`src/design/stsl_pkg.sv`:
```
// ----------------------------------------------------------------------------
// stsl_pkg
// Shared types and constants for the speed-scheduled torque slew limiter.
// ----------------------------------------------------------------------------
package stsl_pkg;

  localparam int unsigned FULL_SCALE      = 1000;
  localparam int unsigned MAX_STEP_MS_DEF = 50;
  localparam int unsigned FRAC_BITS_DEF   = 16;

  localparam int unsigned TRQ_W   = 10;
  localparam int unsigned SPD_W   = 16;
  localparam int unsigned TIME_W  = 32;
  localparam int unsigned RAMP_W  = 16;
  localparam int unsigned THR_W   = 15;
  localparam int unsigned CFG_IDX_W = 3;
  localparam int unsigned CFG_DAT_W = 16;

  // register indexes
  localparam logic [CFG_IDX_W-1:0] REG_RAMP_ENABLE  = 3'd0;
  localparam logic [CFG_IDX_W-1:0] REG_STANDSTILL   = 3'd1;
  localparam logic [CFG_IDX_W-1:0] REG_MOVING_RAMP  = 3'd2;
  localparam logic [CFG_IDX_W-1:0] REG_MOVING_SPEED = 3'd3;
  localparam logic [CFG_IDX_W-1:0] REG_OFF_SPEED    = 3'd4;

  // register reset values
  localparam logic              RST_RAMP_ENABLE  = 1'b1;
  localparam logic [RAMP_W-1:0] RST_STANDSTILL   = 16'd500;
  localparam logic [RAMP_W-1:0] RST_MOVING_RAMP  = 16'd200;
  localparam logic [THR_W-1:0]  RST_MOVING_SPEED = 15'd320;
  localparam logic [THR_W-1:0]  RST_OFF_SPEED    = 15'd1280;

  // controller -> datapath
  typedef struct packed {
    logic load;       // capture transaction, dt, coarse ramp choice
    logic mul1;       // standstill * moving_speed
    logic mul2;       // (moving - standstill) * speed
    logic div_num;    // start interpolation divide
    logic take_ramp;  // latch interpolated ramp time
    logic div_step;   // start step divide
    logic finish;     // update accumulator, load output register
  } stsl_cmd_t;

  // datapath -> controller
  typedef struct packed {
    logic interp;       // ramp enabled, speed below off_speed and strictly between zero and moving_speed
    logic div_busy;
    logic step_needed;  // rising request with non-zero ramp
    logic out_free;     // output register can take a result
  } stsl_status_t;

endpackage

```
`src/design/stsl_div.sv`:
```
// ----------------------------------------------------------------------------
// stsl_div
// Restoring radix-2 divider, one quotient bit per cycle.
// ----------------------------------------------------------------------------
module stsl_div
  import stsl_pkg::*;
#(
  parameter int unsigned DIVW = 32
) (
  input  logic              clk,
  input  logic              rst_n,
  input  logic              start,
  input  logic [DIVW-1:0]   dividend,
  input  logic [RAMP_W-1:0] divisor,
  output logic              busy,
  output logic [DIVW-1:0]   quotient
);

  localparam int unsigned CNT_W = (DIVW > 1) ? $clog2(DIVW) : 1;

  logic              busy_r;
  logic [CNT_W-1:0]  cnt_r;
  logic [DIVW-1:0]   quo_r;
  logic [RAMP_W-1:0] rem_r;
  logic [RAMP_W-1:0] den_r;
  logic [RAMP_W:0]   shifted;
  logic [RAMP_W:0]   trial;
  logic              bit_q;

  assign shifted = {rem_r, quo_r[DIVW-1]};
  assign trial   = shifted - {1'b0, den_r};
  assign bit_q   = (shifted >= {1'b0, den_r});

  always_ff @(posedge clk) begin
    if (!rst_n) begin
      busy_r <= 1'b0;
      cnt_r  <= '0;
    end else if (start) begin
      busy_r <= 1'b1;
      cnt_r  <= CNT_W'(DIVW - 1);
    end else if (busy_r) begin
      cnt_r <= cnt_r - 1'b1;
      if (cnt_r == '0) begin
        busy_r <= 1'b0;
      end
    end
  end

  always_ff @(posedge clk) begin
    if (start) begin
      quo_r <= dividend;
      rem_r <= '0;
      den_r <= divisor;
    end else if (busy_r) begin
      quo_r <= {quo_r[DIVW-2:0], bit_q};
      rem_r <= bit_q ? trial[RAMP_W-1:0] : shifted[RAMP_W-1:0];
    end
  end

  assign busy     = busy_r;
  assign quotient = quo_r;

endmodule

```
`src/design/stsl_ctrl.sv`:
```
// ----------------------------------------------------------------------------
// stsl_ctrl
// Sequencer: interpolation multiplies, two divides, result handoff.
// ----------------------------------------------------------------------------
module stsl_ctrl
  import stsl_pkg::*;
(
  input  logic         clk,
  input  logic         rst_n,
  input  logic         in_valid,
  output logic         in_ready,
  input  stsl_status_t status,
  output stsl_cmd_t    cmd
);

  typedef enum logic [7:0] {
    S_IDLE  = 8'b0000_0001,
    S_MUL1  = 8'b0000_0010,
    S_MUL2  = 8'b0000_0100,
    S_NDIV  = 8'b0000_1000,
    S_NWAIT = 8'b0001_0000,
    S_STEP  = 8'b0010_0000,
    S_SWAIT = 8'b0100_0000,
    S_FIN   = 8'b1000_0000
  } state_t;

  state_t state_r, state_nxt;

  always_comb begin
    state_nxt = state_r;
    cmd       = '0;
    case (state_r)
      S_IDLE: begin
        if (in_valid) begin
          cmd.load  = 1'b1;
          state_nxt = S_MUL1;
        end
      end
      S_MUL1: begin
        // coarse choice already made at load when not interpolating
        if (status.interp) begin
          cmd.mul1  = 1'b1;
          state_nxt = S_MUL2;
        end else begin
          state_nxt = S_STEP;
        end
      end
      S_MUL2: begin
        cmd.mul2  = 1'b1;
        state_nxt = S_NDIV;
      end
      S_NDIV: begin
        cmd.div_num = 1'b1;
        state_nxt   = S_NWAIT;
      end
      S_NWAIT: begin
        if (!status.div_busy) begin
          cmd.take_ramp = 1'b1;
          state_nxt     = S_STEP;
        end
      end
      S_STEP: begin
        if (status.step_needed) begin
          cmd.div_step = 1'b1;
          state_nxt    = S_SWAIT;
        end else begin
          state_nxt = S_FIN;
        end
      end
      S_SWAIT: begin
        if (!status.div_busy) begin
          state_nxt = S_FIN;
        end
      end
      S_FIN: begin
        if (status.out_free) begin
          cmd.finish = 1'b1;
          state_nxt  = S_IDLE;
        end
      end
      default: begin
        state_nxt = S_IDLE;
      end
    endcase
  end

  always_ff @(posedge clk) begin
    if (!rst_n) begin
      state_r <= S_IDLE;
    end else begin
      state_r <= state_nxt;
    end
  end

  assign in_ready = (state_r == S_IDLE);

endmodule

```
`src/design/stsl_dp.sv`:
```
// ----------------------------------------------------------------------------
// stsl_dp
// Datapath: config registers, dt, ramp choice, accumulator, output register.
// ----------------------------------------------------------------------------
module stsl_dp
  import stsl_pkg::*;
#(
  parameter int unsigned MAX_STEP_MS = MAX_STEP_MS_DEF,
  parameter int unsigned FRAC_BITS   = FRAC_BITS_DEF
) (
  input  logic                 clk,
  input  logic                 rst_n,
  input  logic                 cfg_we,
  input  logic [CFG_IDX_W-1:0] cfg_index,
  input  logic [CFG_DAT_W-1:0] cfg_data,
  input  logic [TRQ_W-1:0]     in_torque_request,
  input  logic signed [SPD_W-1:0] in_vehicle_speed,
  input  logic [TIME_W-1:0]    in_time_now_ms,
  output logic                 out_valid,
  input  logic                 out_ready,
  output logic [TRQ_W-1:0]     out_torque_out,
  output logic [RAMP_W-1:0]    out_ramp_time_used,
  output logic                 out_ramp_limiting,
  input  stsl_cmd_t            cmd,
  output stsl_status_t         status
);

  localparam int unsigned DT_W    = $clog2(MAX_STEP_MS + 1);
  localparam int unsigned STEPN_W = $clog2(FULL_SCALE * MAX_STEP_MS + 1);
  localparam int unsigned NUMER_W = STEPN_W + FRAC_BITS;
  localparam int unsigned DIVW    = (NUMER_W > 32) ? NUMER_W : 32;
  localparam int unsigned ACCW    = TRQ_W + FRAC_BITS;
  localparam int unsigned SUMW    = ((DIVW > ACCW) ? DIVW : ACCW) + 1;

  // config registers
  logic              ramp_enable_r;
  logic [RAMP_W-1:0] standstill_r;
  logic [RAMP_W-1:0] moving_ramp_r;
  logic [THR_W-1:0]  moving_speed_r;
  logic [THR_W-1:0]  off_speed_r;

  always_ff @(posedge clk) begin
    if (!rst_n) begin
      ramp_enable_r  <= RST_RAMP_ENABLE;
      standstill_r   <= RST_STANDSTILL;
      moving_ramp_r  <= RST_MOVING_RAMP;
      moving_speed_r <= RST_MOVING_SPEED;
      off_speed_r    <= RST_OFF_SPEED;
    end else if (cfg_we) begin
      case (cfg_index)
        REG_RAMP_ENABLE:  ramp_enable_r  <= cfg_data[0];
        REG_STANDSTILL:   standstill_r   <= cfg_data;
        REG_MOVING_RAMP:  moving_ramp_r  <= cfg_data;
        REG_MOVING_SPEED: moving_speed_r <= cfg_data[THR_W-1:0];
        REG_OFF_SPEED:    off_speed_r    <= cfg_data[THR_W-1:0];
        default: ;
      endcase
    end
  end

  // control state
  logic              first_r;
  logic [TIME_W-1:0] last_time_r;
  logic [ACCW-1:0]   accum_r;
  logic              out_valid_r;

  // per-transaction payload
  logic [TRQ_W-1:0]  req_r;
  logic [THR_W-1:0]  speed_r;
  logic [DT_W-1:0]   dt_r;
  logic              interp_r;
  logic [RAMP_W-1:0] ramp_r;
  logic [30:0]       pa_r;
  logic signed [32:0] pb_r;
  logic              neg_r;

  logic [TRQ_W-1:0]  req_sat;
  logic [TIME_W-1:0] dt_raw;
  logic [DT_W-1:0]   dt_clamp;
  logic signed [SPD_W:0] spd_x;
  logic              ge_off, ge_mov, le_zero;
  logic [RAMP_W-1:0] ramp_coarse;

  assign req_sat  = (in_torque_request > TRQ_W'(FULL_SCALE)) ? TRQ_W'(FULL_SCALE)
                                                             : in_torque_request;
  assign dt_raw   = first_r ? '0 : (in_time_now_ms - last_time_r);
  assign dt_clamp = (dt_raw > TIME_W'(MAX_STEP_MS)) ? DT_W'(MAX_STEP_MS)
                                                    : dt_raw[DT_W-1:0];
  assign spd_x    = {in_vehicle_speed[SPD_W-1], in_vehicle_speed};
  assign ge_off   = spd_x >= $signed({2'b00, off_speed_r});
  assign ge_mov   = spd_x >= $signed({2'b00, moving_speed_r});
  assign le_zero  = spd_x <= $signed(17'sd0);

  always_comb begin
    if (!ramp_enable_r || ge_off) begin
      ramp_coarse = '0;
    end else if (ge_mov) begin
      ramp_coarse = moving_ramp_r;
    end else if (le_zero) begin
      ramp_coarse = standstill_r;
    end else begin
      ramp_coarse = '0;  // replaced by the interpolated value
    end
  end

  // interpolation products and sum
  logic signed [RAMP_W:0] ramp_diff;
  logic signed [33:0]     num_s;
  assign ramp_diff = $signed({1'b0, moving_ramp_r}) - $signed({1'b0, standstill_r});
  assign num_s     = $signed({3'b000, pa_r}) + {pb_r[32], pb_r};

  // shared divider
  logic              div_start;
  logic [DIVW-1:0]   div_dividend;
  logic [RAMP_W-1:0] div_divisor;
  logic              div_busy;
  logic [DIVW-1:0]   div_quo;
  logic [STEPN_W-1:0] step_prod;

  assign step_prod    = STEPN_W'(FULL_SCALE) * STEPN_W'(dt_r);
  assign div_start    = cmd.div_num | cmd.div_step;
  assign div_dividend = cmd.div_num ? DIVW'(num_s[31:0])
                                    : DIVW'({step_prod, {FRAC_BITS{1'b0}}});
  assign div_divisor  = cmd.div_num ? {1'b0, moving_speed_r} : ramp_r;

  stsl_div #(.DIVW(DIVW)) u_div (
    .clk      (clk),
    .rst_n    (rst_n),
    .start    (div_start),
    .dividend (div_dividend),
    .divisor  (div_divisor),
    .busy     (div_busy),
    .quotient (div_quo)
  );

  // accumulator update
  logic [ACCW-1:0] target;
  logic [SUMW-1:0] sum;
  logic [ACCW-1:0] accum_nxt;
  logic            step_needed;

  assign target      = {req_r, {FRAC_BITS{1'b0}}};
  assign step_needed = (ramp_r != '0) && (target > accum_r);
  assign sum         = SUMW'(accum_r) + SUMW'(div_quo);
  assign accum_nxt   = (step_needed && (sum < SUMW'(target))) ? sum[ACCW-1:0] : target;

  always_ff @(posedge clk) begin
    if (!rst_n) begin
      first_r     <= 1'b1;
      last_time_r <= '0;
      accum_r     <= '0;
      out_valid_r <= 1'b0;
    end else begin
      if (cmd.load) begin
        first_r     <= 1'b0;
        last_time_r <= in_time_now_ms;
      end
      if (cmd.finish) begin
        accum_r     <= accum_nxt;
        out_valid_r <= 1'b1;
      end else if (out_ready) begin
        out_valid_r <= 1'b0;
      end
    end
  end

  always_ff @(posedge clk) begin
    if (cmd.load) begin
      req_r    <= req_sat;
      speed_r  <= in_vehicle_speed[THR_W-1:0];
      dt_r     <= dt_clamp;
      ramp_r   <= ramp_coarse;
      interp_r <= ramp_enable_r && !ge_off && !ge_mov && !le_zero;
    end
    if (cmd.mul1) begin
      pa_r <= standstill_r * moving_speed_r;
    end
    if (cmd.mul2) begin
      pb_r <= ramp_diff * $signed({1'b0, speed_r});
    end
    if (cmd.div_num) begin
      neg_r <= num_s[33];
    end
    if (cmd.take_ramp) begin
      ramp_r <= neg_r ? '0 : div_quo[RAMP_W-1:0];
    end
    if (cmd.finish) begin
      out_torque_out     <= accum_nxt[ACCW-1 -: TRQ_W];
      out_ramp_time_used <= ramp_r;
      out_ramp_limiting  <= (accum_nxt < target);
    end
  end

  assign out_valid          = out_valid_r;
  assign status.interp      = interp_r;
  assign status.div_busy    = div_busy;
  assign status.step_needed = step_needed;
  assign status.out_free    = !out_valid_r || out_ready;

endmodule

```
`src/design/speed_scheduled_torque_slew_limiter.sv`:
```
// ----------------------------------------------------------------------------
// speed_scheduled_torque_slew_limiter
// Rising-edge torque slew limiter with a speed-scheduled ramp time.
// ----------------------------------------------------------------------------
//
//  channel | direction | handshake          | payload
//  --------+-----------+--------------------+-----------------------------------
//  in_     | input     | in_valid/in_ready  | torque_request, vehicle_speed,
//          |           |                    | time_now_ms
//  out_    | output    | out_valid/out_ready| torque_out, ramp_time_used,
//          |           |                    | ramp_limiting
//  cfg_    | input     | cfg_we             | cfg_index, cfg_data
//
//  One transaction at a time. A request under a register ramp time that is
//  followed at once (falling, equal or zero ramp) skips the divider; a rising
//  one uses it once for the accumulator step. An interpolated ramp time takes
//  one more divide before that. The shared divider (DIVW = 32 at default
//  settings) yields one quotient bit per cycle; in_ready returns in the same
//  cycle as out_valid, when the result is loaded.
//  Reset (rst_n low, synchronous) restores register defaults, clears the
//  accumulator and marks the next transaction as first (dt = 0).
//  A result waits in the output register; the next transaction is accepted
//  meanwhile and only stalls at its own handoff while out_ready stays low.
//
module speed_scheduled_torque_slew_limiter
  import stsl_pkg::*;
#(
  parameter int unsigned MAX_STEP_MS = MAX_STEP_MS_DEF,
  parameter int unsigned FRAC_BITS   = FRAC_BITS_DEF
) (
  input  logic                    clk,
  input  logic                    rst_n,
  // configuration
  input  logic                    cfg_we,
  input  logic [CFG_IDX_W-1:0]    cfg_index,
  input  logic [CFG_DAT_W-1:0]    cfg_data,
  // request channel
  input  logic                    in_valid,
  output logic                    in_ready,
  input  logic [TRQ_W-1:0]        in_torque_request,
  input  logic signed [SPD_W-1:0] in_vehicle_speed,
  input  logic [TIME_W-1:0]       in_time_now_ms,
  // result channel
  output logic                    out_valid,
  input  logic                    out_ready,
  output logic [TRQ_W-1:0]        out_torque_out,
  output logic [RAMP_W-1:0]       out_ramp_time_used,
  output logic                    out_ramp_limiting
);

  stsl_cmd_t    cmd;
  stsl_status_t status;

  // sequencer: owns in_ready, steps the datapath
  stsl_ctrl u_ctrl (
    .clk      (clk),
    .rst_n    (rst_n),
    .in_valid (in_valid),
    .in_ready (in_ready),
    .status   (status),
    .cmd      (cmd)
  );

  // datapath: registers, ramp choice, divider, accumulator, output stage
  stsl_dp #(
    .MAX_STEP_MS (MAX_STEP_MS),
    .FRAC_BITS   (FRAC_BITS)
  ) u_dp (
    .clk                (clk),
    .rst_n              (rst_n),
    .cfg_we             (cfg_we),
    .cfg_index          (cfg_index),
    .cfg_data           (cfg_data),
    .in_torque_request  (in_torque_request),
    .in_vehicle_speed   (in_vehicle_speed),
    .in_time_now_ms     (in_time_now_ms),
    .out_valid          (out_valid),
    .out_ready          (out_ready),
    .out_torque_out     (out_torque_out),
    .out_ramp_time_used (out_ramp_time_used),
    .out_ramp_limiting  (out_ramp_limiting),
    .cmd                (cmd),
    .status             (status)
  );

  // one transaction in flight: ready drops right after an accept
  a_one_in_flight: assert property (@(posedge clk) disable iff (!rst_n)
    in_valid && in_ready |=> !in_ready)
    else $error("request accepted while previous transaction in flight");

  // accumulator never exceeds full scale
  a_out_range: assert property (@(posedge clk) disable iff (!rst_n)
    out_valid |-> out_torque_out <= TRQ_W'(FULL_SCALE))
    else $error("torque_out above full scale");

  // limiting only happens with an active ramp
  a_limit_needs_ramp: assert property (@(posedge clk) disable iff (!rst_n)
    out_valid && out_ramp_limiting |-> out_ramp_time_used != '0)
    else $error("ramp_limiting set with zero ramp time");

endmodule

```
`config.mk`:
```
export PLATFORM = sky130hd
export DESIGN_NAME = speed_scheduled_torque_slew_limiter
export DESIGN_NICKNAME = d
export VERILOG_FILES = /design/src/design/stsl_pkg.sv /design/src/design/stsl_div.sv /design/src/design/stsl_ctrl.sv /design/src/design/stsl_dp.sv /design/src/design/speed_scheduled_torque_slew_limiter.sv
export SDC_FILE = /design/constraint.sdc
export NUM_CORES = 2
export LEC_CHECK = 0
export BUFFER_PORTS_ARGS = -buffer_cell sky130_fd_sc_hd__buf_4
export CAP_MARGIN = 40
export CORE_ASPECT_RATIO = 1.2
export CORE_MARGIN = 8
export CORE_UTILIZATION = 45
export CTS_CLUSTER_DIAMETER = 120
export DETAILED_ROUTE_END_ITERATION = 8
export GPL_ROUTABILITY_DRIVEN = 1
export GPL_TIMING_DRIVEN = 0
export PLACE_DENSITY = 0.68
export REMOVE_ABC_BUFFERS = 1
export SYNTH_ARGS = -nofsm -noshare
export SYNTH_HDL_FRONTEND = slang
export SYNTH_SLANG_ARGS = --single-unit
```
`constraint.sdc`:
```
create_clock -name clk -period 8.6 [get_ports clk]
set_input_delay 0.86 -clock clk [delete_from_list [all_inputs] [get_ports clk]]
set_output_delay 0.86 -clock clk [all_outputs]
set_load 0.02 [all_outputs]
```
==> results.json <==
{
  "critical_path_required_ns": 8.91,
  "maxCapViolCount": 0,
  "rr_endpoint": "u_dp.pb_r[31]$_DFFE_PP_",
  "rrSetupSlack_ns": 0.05,
  "die_w_um": 287.0,
  "drt_iter0_drc": 2181,
  "io_buffers": 110,
  "synth_flop_cell": "edfxtp_1",
  "cp-start-kind": "register",
  "syn_area_um2": 39640,
  "layout-drive-gt1-share_pct": 8.523,
  "ys_seq_area_share_pct": 21.97,
  "firstDrtPassIters": 5,
  "grt_setup_unrepaired": "true",
  "min_path_type": "reg2reg",
  "antenna_left": 0,
  "clk_pin_slew_ns": 0.05,
  "setup_violations": 0,
  "wl_per_cell_um": 19.28,
  "synth-xor-area-share_pct": 3.270,
  "async_flop_share_pct": 0,
  "clock.fmax_mhz": 117.0,
  "numClockSinks": 341,
  "crit_fanout": 6,
  "synth_area_per_cell_um2": 8.800,
  "synth_top_family_by_area": "adder cells",
  "start_util_pct": 45.28,
  "reg2reg_depth": 34,
  "ys_types": 89,
  "synth-simple-area-share_pct": 16.64,
  "multi_input_area_um2": 28140,
  "slew_viol_final": 0,
  "die-area_um2": 97890,
  "worst_pin_slew_ns": 0.9950,
  "dp_hpwl_mm": 85.46,
  "cp_slowest_cell": "fa_2",
  "slowest_delay_ns": 0.59,
  "cp.arrival_ns": 8.86,
  "synthAdderAreaFrac_pct": 35.13,
  "finClkSkew_ns": 0.03415,
  "fin_crit_sh_pct": 99.39,
  "gp_congestion": 0.9426,
  "final_hold_viol_count": 0,
  "yosysTopAreaCell": "fa_1",
  "clk_latency_ns": 0.59,
  "ys_top_cells_by_count": "inv_1 (678), nand2_1 (629), fa_1 (457), ha_1 (382), a21oi_1 (262)",
  "ys_seq_elements": 341,
  "finalSetupTns_ns": 0,
  "vias": 31973,
  "synth-edff-count": 188,
  "cts_tree": "yes",
  "syn_to_final_growth_pct": 11.02,
  "grt_max_degree": 83,
  "reg2reg_from": "u_dp.moving_ramp_r[0]$_SDFFE_PN0P_",
  "fin_crit_ns": 8.548,
  "synth-compound-area-share_pct": 13.64,
  "fillCellCount": 8132,
  "path_class": "reg2reg",
  "diodes": 0,
  "crit_path_start": "u_dp.moving_ramp_r[0]$_SDFFE_PN0P_",
  "ys_top_cells_by_area": "fa_1 (23%), edfxtp_1 (14%), ha_1 (12%)",
  "cts_max_path_buffers": 3,
  "postSynthCellCount": 4505,
  "outcome": "completed",
  "drt_wl_total_mm": 110.4,
  "slew_headroom_pct": 33.42,
  "muxShareOfSynthArea_pct": 0.9910,
  "rows": 119,
  "end_kind": "register",
  "cp_common_cell": "fa_1",
  "grt_overflow": 0,
  "antenna_found_initial": 4,
  "core-area_um2": 87550,
  "clock-root-buffer": "clkbuf_16",
  "yosysMostFrequentCell": "inv_1",
  "crit_end": "u_dp.pb_r[31]$_DFFE_PP_",
  "cts_buffers": 42,
  "vias_per_cell": 5.585,
  "track_usage_pct": 22.07,
  "io_pins": 111,
  "nNetsFinal": 5464,
  "synth_top_area_share_pct": 23.08,
  "cts_hold_buf": 0,
  "grt_first_pass_wirelength_mm": 173.3,
  "chipHeight_um": 341.1,
  "htreeDepth": 2,
  "seqCellArea_um2": 8747,
  "yosys_warnings": 0,
  "remaining_drc_errors": 0,
  "grt_pass1_vias": 32187
}
[registers in the layout, indices dropped and copies added (netlist names), 5 cells and up]
name                     count
u_dp.out_torque_out         10
u_dp.u_div.den_r            16
u_dp.accum_r                26
u_dp.moving_speed_r         15
u_dp.u_div.cnt_r             5
u_dp.u_div.rem_r            16
u_ctrl.state_r               8
u_dp.pb_r                   33
u_dp.u_div.quotient         32
u_dp.pa_r                   31
u_dp.standstill_r           16
u_dp.moving_ramp_r          16
u_dp.req_r                  10
u_dp.speed_r                15
u_dp.out_ramp_time_used     16
u_dp.ramp_r                 16
u_dp.off_speed_r            15
u_dp.dt_r                    6
u_dp.last_time_r            32
[cell families after synthesis]
| family | Yosys count |
|---|---|
| fa+ha+maj | 839 |
| buf+inv | 880 |
| compound gates | 841 |
| mux | 39 |
| flops | 341 |
| simple gates | 1417 |
| xor+xnor | 148 |
[layout by cell type (no fill, tap or decap), types with 10 or more instances in the layout]
| cell | netlist | routed |
|---|---|---|
| buf_4 | 0 | 151 |
| nor2_1 | 243 | 240 |
| nand2_1 | 629 | 629 |
| o22ai_1 | 13 | 13 |
| xnor2_1 | 104 | 99 |
| buf_6 | 1 | 11 |
| xor2_1 | 44 | 42 |
| o31a_1 | 13 | 13 |
| fa_1 | 457 | 455 |
| and2_1 | 142 | 138 |
| nor4_1 | 20 | 19 |
| edfxtp_1 | 188 | 188 |
| clkbuf_16 | 0 | 44 |
| and3_1 | 20 | 20 |
| a31oi_1 | 30 | 25 |
| o21a_1 | 30 | 29 |
| or3_1 | 26 | 26 |
| ha_1 | 382 | 371 |
| inv_1 | 678 | 673 |
| nor3_1 | 59 | 54 |
| a211oi_1 | 18 | 16 |
| a21o_1 | 84 | 84 |
| a21oi_1 | 262 | 255 |
| o21bai_1 | 24 | 24 |
| nand2b_1 | 42 | 42 |
| nand4_1 | 46 | 46 |
| nor2b_1 | 48 | 46 |
| dfxtp_1 | 153 | 138 |
| o21ai_0 | 183 | 176 |
| nand3_1 | 87 | 86 |
| o211ai_1 | 36 | 36 |
| nand3b_1 | 18 | 18 |
| mux2i_1 | 37 | 37 |
| a21oi_2 | 3 | 10 |
[timing repair]
action,4_1_cts,5_1_grt
pin swaps,21,42
setup endpoints to repair,20,11
gates cloned,1,1
buffers inserted,19,15
gates resized for setup,75,62
[worst max-delay path: cells and delay by family (launching register included)]
kind	cells	cell delay [ns]
DFF	1	0.35
and+or+nand+nor	2	0.36
AOI/OAI and AO/OA	17	3.04
adders and majority gates	9	4.10
xor gates and xnor gates	1	0.09
buffers and inverters	5	0.32
[per-stage QoR]
stage	utilization [%]	worst slack (ns)	cell area, um2	hold slack [ns]	cells
floorplan	-	-0.2417	38910	0.4363	4312
global placement	47.03	-2.562	41170	0.4415	5571
detailed placement	47.71	-1.968	41770	0.4463	5612
CTS	49.77	-0.0004778	43570	0.4255	5709
global route	50.27	-0.1695	44010	0.4395	5725
finish	50.27	0.05212	44010	0.4528	5725
[worst min-delay path by stage]
stage / startpoint / endpoint / slack [ns] / cells past startpoint
global placement: u_dp.last_time_r[12]$_SDFFE_PN0P_ / u_dp.last_time_r[12]$_SDFFE_PN0P_ / 0.44 / 2
CTS: in_torque_request[8] / u_dp.req_r[8]$_SDFFCE_PN1P_ / 0.43 / 1
floorplan: u_dp.last_time_r[10]$_SDFFE_PN0P_ / u_dp.last_time_r[10]$_SDFFE_PN0P_ / 0.44 / 2
finish: u_dp.off_speed_r[12]$_SDFFE_PN0P_ / u_dp.off_speed_r[12]$_SDFFE_PN0P_ / 0.45 / 2
global route: in_torque_request[7] / u_dp.req_r[7]$_SDFFCE_PN1P_ / 0.44 / 1
detailed placement: u_dp.last_time_r[14]$_SDFFE_PN0P_ / u_dp.last_time_r[14]$_SDFFE_PN0P_ / 0.45 / 2
[routing by layer]
| layer | track usage [%] | up-vias | part of all wire (%) |
|---|---|---|---|
| met5 | 0 | - | 0 |
| met4 | 9.638 | 0 | 5.0 |
| met3 | 4.105 | 239 | 7.4 |
| met2 | 37.24 | 1110 | 47 |
| met1 | 27.42 | 15593 | 40 |
| li1 | - | 15031 | - |
[final cells by class]
class                   instances  area share [%]
clock buffers                  51           2.536
clock inverters                26          0.6225
inverters                     687           5.958
multi-input cells            3285           63.94
flip-flops and latches        341           19.87
well taps                    1149           3.266
repair buffers                186           3.804
Power is not shown: default switching activity piles up to over one toggle a cycle in this logic, so the estimate is an artifact.
